### config.mk
export PLATFORM = sky130hd
export DESIGN_NAME = sxmc_out_fifo_flat
export DESIGN_NICKNAME = d
export VERILOG_FILES = /design/src/rtl/core/sxmc_pkg.sv /design/src/rtl/core/sxmc_if.sv /design/src/rtl/core/sxmc_out_fifo.sv /design/src/flat_wrapper.sv
export SDC_FILE = /design/constraint.sdc
export NUM_CORES = 1
export LEC_CHECK = 0
export BUFFER_PORTS_ARGS = -buffer_cell sky130_fd_sc_hd__buf_2
export CAP_MARGIN = 40
export CORE_AREA = 2 2 155 157
export DETAILED_ROUTE_END_ITERATION = 12
export DIE_AREA = 0 0 157 159
export PLACE_DENSITY_LB_ADDON = 0.25
export SLEW_MARGIN = 30
export SYNTH_ARGS = -nofsm -noshare
export SYNTH_HDL_FRONTEND = slang
export SYNTH_SLANG_ARGS = --single-unit
### constraint.sdc
create_clock -name clk -period 7.7 [get_ports clk]
set_input_delay 1.155 -clock clk [delete_from_list [all_inputs] [get_ports clk]]
set_output_delay 1.155 -clock clk [all_outputs]
set_load 0.1 [all_outputs]
### src/rtl/core/sxmc_pkg.sv
// ----------------------------------------------------------------------------
// Subarray XOR match counter - shared package
// Fixed field widths, table epoch width, output queue sizing and shared types.
// ----------------------------------------------------------------------------
package sxmc_pkg;

    // Port field widths
    localparam int ELEMENT_W = 10;
    localparam int TARGET_W  = 10;
    localparam int RESULT_W  = 32;

    // Table entries carry an epoch tag so a new array needs no clear
    localparam int EPOCH_BITS = 8;

    // Output queue
    localparam int OUT_DEPTH = 4;
    localparam int OUT_PTR_W = 2;
    localparam int OUT_CNT_W = 3;

    typedef struct packed {
        logic [RESULT_W-1:0] total;
        logic [RESULT_W-1:0] here;
    } result_t;

    typedef struct packed {
        logic rd_en;
        logic wr_en;
        logic clr_start;
    } tbl_ctl_t;

endpackage

### src/rtl/core/sxmc_if.sv


interface sxmc_result_if;
    logic                          valid;
    logic                          ready;
    logic [sxmc_pkg::RESULT_W-1:0] total_matches;
    logic [sxmc_pkg::RESULT_W-1:0] matches_ending_here;

    modport source (output valid, output total_matches, output matches_ending_here,
                    input ready);
    modport sink   (input valid, input total_matches, input matches_ending_here,
                    output ready);
endinterface


### src/rtl/core/sxmc_out_fifo.sv
// ----------------------------------------------------------------------------
// Subarray XOR match counter - result queue
// Small queue between the count pipeline and the result channel.
// ----------------------------------------------------------------------------
module sxmc_out_fifo (
    input  logic                           clk,
    input  logic                           rst_n,
    input  logic                           push,
    input  sxmc_pkg::result_t              push_data,
    output logic [sxmc_pkg::OUT_CNT_W-1:0] fill,
    sxmc_result_if.source                  results
);

    localparam int PW = sxmc_pkg::OUT_PTR_W;
    localparam int CW = sxmc_pkg::OUT_CNT_W;

    sxmc_pkg::result_t slot_reg [sxmc_pkg::OUT_DEPTH];

    logic [PW-1:0] wr_ptr_reg;
    logic [PW-1:0] rd_ptr_reg;
    logic [CW-1:0] fill_reg;
    logic [CW-1:0] fill_next;
    logic          pop;

    assign pop                         = results.valid & results.ready;
    assign fill                        = fill_reg;
    assign results.valid               = (fill_reg != '0);
    assign results.total_matches       = slot_reg[rd_ptr_reg].total;
    assign results.matches_ending_here = slot_reg[rd_ptr_reg].here;

    always_comb
    begin
        fill_next = fill_reg + CW'(push) - CW'(pop);
    end

    always_ff @(posedge clk)
    begin
        if (push)
        begin
            slot_reg[wr_ptr_reg] <= push_data;
        end
    end

    always_ff @(posedge clk or negedge rst_n)
    begin
        if (!rst_n)
        begin
            wr_ptr_reg <= '0;
            rd_ptr_reg <= '0;
            fill_reg   <= '0;
        end
        else
        begin
            if (push)
            begin
                wr_ptr_reg <= wr_ptr_reg + 1'b1;
            end
            if (pop)
            begin
                rd_ptr_reg <= rd_ptr_reg + 1'b1;
            end
            fill_reg <= fill_next;
        end
    end

endmodule

### src/flat_wrapper.sv
// flat-port wrapper written by rule: the top's interface ports become plain ports
module sxmc_out_fifo_flat 
  (clk, rst_n, push, push_data, fill, results_valid, results_total_matches, results_matches_ending_here, results_ready);
  sxmc_result_if results_i ();
  input  logic clk;
  input  logic rst_n;
  input  logic push;
  input  sxmc_pkg::result_t push_data;
  output logic [sxmc_pkg::OUT_CNT_W-1:0] fill;
  output wire logic [$bits(results_i.valid)-1:0] results_valid;
  output wire logic [$bits(results_i.total_matches)-1:0] results_total_matches;
  output wire logic [$bits(results_i.matches_ending_here)-1:0] results_matches_ending_here;
  input wire logic [$bits(results_i.ready)-1:0] results_ready;
  assign results_valid = results_i.valid;
  assign results_total_matches = results_i.total_matches;
  assign results_matches_ending_here = results_i.matches_ending_here;
  assign results_i.ready = results_ready;
  sxmc_out_fifo u_core (.clk(clk), .rst_n(rst_n), .push(push), .push_data(push_data), .fill(fill), .results(results_i));
endmodule
* Yosys cells after proc, flatten, opt, wreduce, memory -nomap -nowiden
Memory sizes are Yosys's and may differ from the RTL's.
Index checks and enable logic that the tools add are counted.
** Word-level totals
- Output and inout port bits :: 68
- Register bits after elaboration :: 7
- Bits in writable memories :: 256
- Memories kept :: 1
- Logic and storage cells :: 12
** Cells by class
- Reductions and logical operators :: 1
- $add $sub $neg :: 4
- Multiplexer cells :: 2
- Bitwise logic cells :: 1
** Memory list
- u_core.slot_reg :: depth 4, bits a word 64, rd ports 1, clocked after memory_dff 0, wr ports 1, RTL line sxmc_out_fifo.sv:17 : sxmc_pkg::result_t slot_reg [sxmc_pkg::OUT_DEPTH];
** Operators with widths (number)
- $add A2 B1 Y2 const B :: 2
- $add A3 B1 Y3 :: 1
- $reduce_bool A3 Y1 :: 1
- $sub A3 B1 Y3 :: 1
- $mux W1 :: 2
- $and A1 B1 Y1 :: 1

* Logic depth before layout (Yosys ltp)
- Depth in word-level cells :: 3
- Gate-level depth with buffers :: 7

* Worst setup path before layout
No wires, ideal clock.
- Kind :: input to register
- From :: in push
- To :: mem u_core.slot_reg[0][0] (netlist name) (enable)
- Required time :: 7271 ps
- Arrival time :: 2662 ps
- Path buffers :: 0
- Library setup time :: 429 ps
- Cell stages on the path :: 1
- Slack :: 4610 ps
- Path through :: and2_1
** Between the ends
- Cells in the longest elaborated chain, start to end :: 2
** RTL lines
- from (decl) :: RTL line flat_wrapper.sv:7 : input logic push;
- $mux W1 :: RTL line sxmc_out_fifo.sv:38 : if (push)
- $mux W1 (not written as such) :: RTL line sxmc_out_fifo.sv:40 : slot_reg[wr_ptr_reg] <= push_data;
- to (decl) :: RTL line sxmc_out_fifo.sv:17
Every way passes these cells.

* Worst setup path in the final report
- From :: reg u_core.rd_ptr_reg[0]
- To :: out results_matches_ending_here[20]
** Between the ends
- Cells in the longest elaborated chain, start to end :: 1
** RTL lines
- from (decl) :: RTL line sxmc_out_fifo.sv:20 : logic [PW-1:0] rd_ptr_reg;
- from (signal assigned) :: RTL line sxmc_out_fifo.sv:60 : rd_ptr_reg <= rd_ptr_reg + 1'b1;
- $mem_v2 Z4 W64
- to (decl) :: RTL line flat_wrapper.sv:12 : output wire logic [$bits(results_i.matches_ending_here)-1:0] results_matches_ending_here;
Every way passes these cells.

==> results.md <==
* RSZ-0062 raised after global routing: false
* Clock sink total at 263
* # IOs at roughly 140
* Synthesized area per cell at 26.2 µm²
* Cells on worst reg2reg path at 3
* Max cap viols at 0
* Max Freq at between 200 and 250 MHz
* Hold Vio Cnt, Final at 0
* Reg2reg start: u_core.rd_ptr_reg[0]
* Wirelength, routed at ~18000 µm
* Vias at ~4300
* Critical Path Stages at 3
* Worst Slack Setup Final at 3.48 ns
* Buffers on Ports at 135
* First-pass GRT wire length at 27300 µm
* Yosys warns at 0
* Final setup fails at 0
* Crit-path max FO at 35
* Final Wtd Congestion at 0.651
* Area grow syn2layout at 21.4%
* Total Neg Setup Slack at 0 ns
* Worst EP arrival at 3.06 ns
* Post-CTS Hold Fix Bufs at 0
* Initial DRC count at ~240
* Wire per inst at 20.2 µm
* Most frequent cells in the layout: 256 x edfxtp_1, 135 x buf_2, 64 x mux4_2
* Synthesis-stage register bit count at 263
* Number of distinct library cells after synthesis at 18
* Max reg flops at 256
* Outcome: completed
* Vias per cell at 4.97
* Number of routed nets with antenna violations at 0
* Root Driver: clkbuf_16
* Total grt overflow at 0
* Initial antenna violation count at 2
* Max-Slew Margin vs Limit at 52.9%
* Slowest library cell on the worst path: dfrtp_4
* Share of cells above drive strength 1 at 46.3%
* CP cell instances: buf_4 -> mux4_2 -> buf_2
* CTS Buf Count at 28
* Initial Utilization at 41.5%
* TritonCTS clock tree: done
* Period Utilization, post-route at 54.8%
* FP Rows at 56
* Min Tclk post-route at around 4.2 ns
* Drt drc at 0
* CP bufs+invs at 2
* Core Util, Final at 50.4%
* Max-slew violation count at 0
* WS Path Type: register to output port
* Syn Inst Count at 368
* Worst path required time at 6.55 ns
* Mapped cell area at 9630 µm²
* CORE AREA at approximately 23000 µm²
* Chip Width at 157 µm
* Vias in the first global route at 4854
* Largest net degree at the start of global routing at 40
* Worst Max-Slew Pin Slew at 0.706 ns
* Clock transition at path regs at 0.06 ns
* Die Y at 159 µm
* Startpoint Class: register
* Commonest non-fill, non-tap cell in the layout: edfxtp_1
* Die Area at 25000 µm²
* Nets at 601
* Setup crit end kind: output port
* H-tree Lvls at 1
* Max clock buf depth at 3
* Post-CTS Setup Bufs at 0
* Fillers at 1843
* Slowest stage delay, CP at 0.87 ns
* Total GRT Usage at between 10% and 20%
* R2R Setup Slk at 5.44 ns
* Gates resized, CTS repair at 0
* First-pass DRT Iterations at 4
* FF+latch area at 7870 µm²
* Clock latency on the worst-skew pair at 0.52 ns
* Worst R2R End: u_core.rd_ptr_reg[1]
* Sequential fraction of the synthesis area at 81.7%
* Cell family with most CP delay: buffers and inverters
* Worst Hold Class: input port to asynchronous set/reset pin
* Multi-input logic area at 1650 µm²
* Place WS at between 3 and 4 ns
* Dpl hpwl at between 10000 and 15000 µm
* Synthesized Nets at 443
* Clock skew at approximately 0.011 ns
-- cell families after synthesis --
group / count (synthesis) / share of synthesized area, %
adder cells (fa/ha/maj): 7 / 0.988
XOR/XNOR: 5 / 0.455
buffers and inverters: 20 / 1.33
flip-flops: 263 / 81.7
AND/OR/NAND/NOR: 6 / 0.364
multiplexers: 64 / 15.0
AO/OA/AOI/OAI: 3 / 0.234
-- area by class of cell --
type	count	share of cell area [%]
well taps	319	3.42
clock inverters	18	1.42
flip-flops and latches	263	67.4
diodes	2	0.0428
multi-input cells	85	14.1
inverters	6	0.193
clock buffers	33	6.34
repair buffers	142	7.13
-- through the flow --
| stage | area [µm²] | hold WS, ns | instances |
|---|---|---|---|
| after floorplan | 9630 | 0.491 | 368 |
| after global placement | 10600 | 0.505 | 809 |
| after detailed placement | 10800 | 0.529 | 815 |
| after CTS | 11700 | 0.429 | 866 |
| after global routing | 11700 | 0.438 | 867 |
| final | 11700 | 0.456 | 868 |
-- synthesized netlist by cell type, drive strengths merged --
cell      n  area, µm²
and2      4       25.0
buf      13        101
clkbuf    1       3.75
dfrtp     7        175
edfxtp  256       7690
fa        1       20.0
ha        6       75.1
inv       6       22.5
mux4     64       1440
nand2     1       3.75
o21ai     1       5.00
o311ai    1       8.76
o31a      1       8.76
or3       1       6.26
xnor2     3       26.3
xor2      2       17.5
-- metal layers --
layer | up-vias | GRT usage, % | part of all wire (%)
li1 | 1902 | - | -
met1 | 2265 | 18.6 | 41
met5 | - | 0 | 0
met3 | 26 | 3.27 | 5.4
met2 | 120 | 24.3 | 51
met4 | 0 | 4.13 | 2.4
-- worst max path at each step --
stage,startpoint,to,slack [ns]
2_1_floorplan,push,u_core.slot_reg[0][0],4.61
3_3_place_gp,u_core.rd_ptr_reg[0],results_matches_ending_here[20],3.90
3_5_place_dp,u_core.rd_ptr_reg[0],results_matches_ending_here[20],3.90
4_1_cts,u_core.rd_ptr_reg[0],results_matches_ending_here[20],3.31
5_1_grt,u_core.rd_ptr_reg[0],results_matches_ending_here[20],3.21
6_report,u_core.rd_ptr_reg[0],results_matches_ending_here[20],3.48
Power is not shown: default switching activity piles up to over one toggle a cycle in this logic, so the estimate is an artifact.
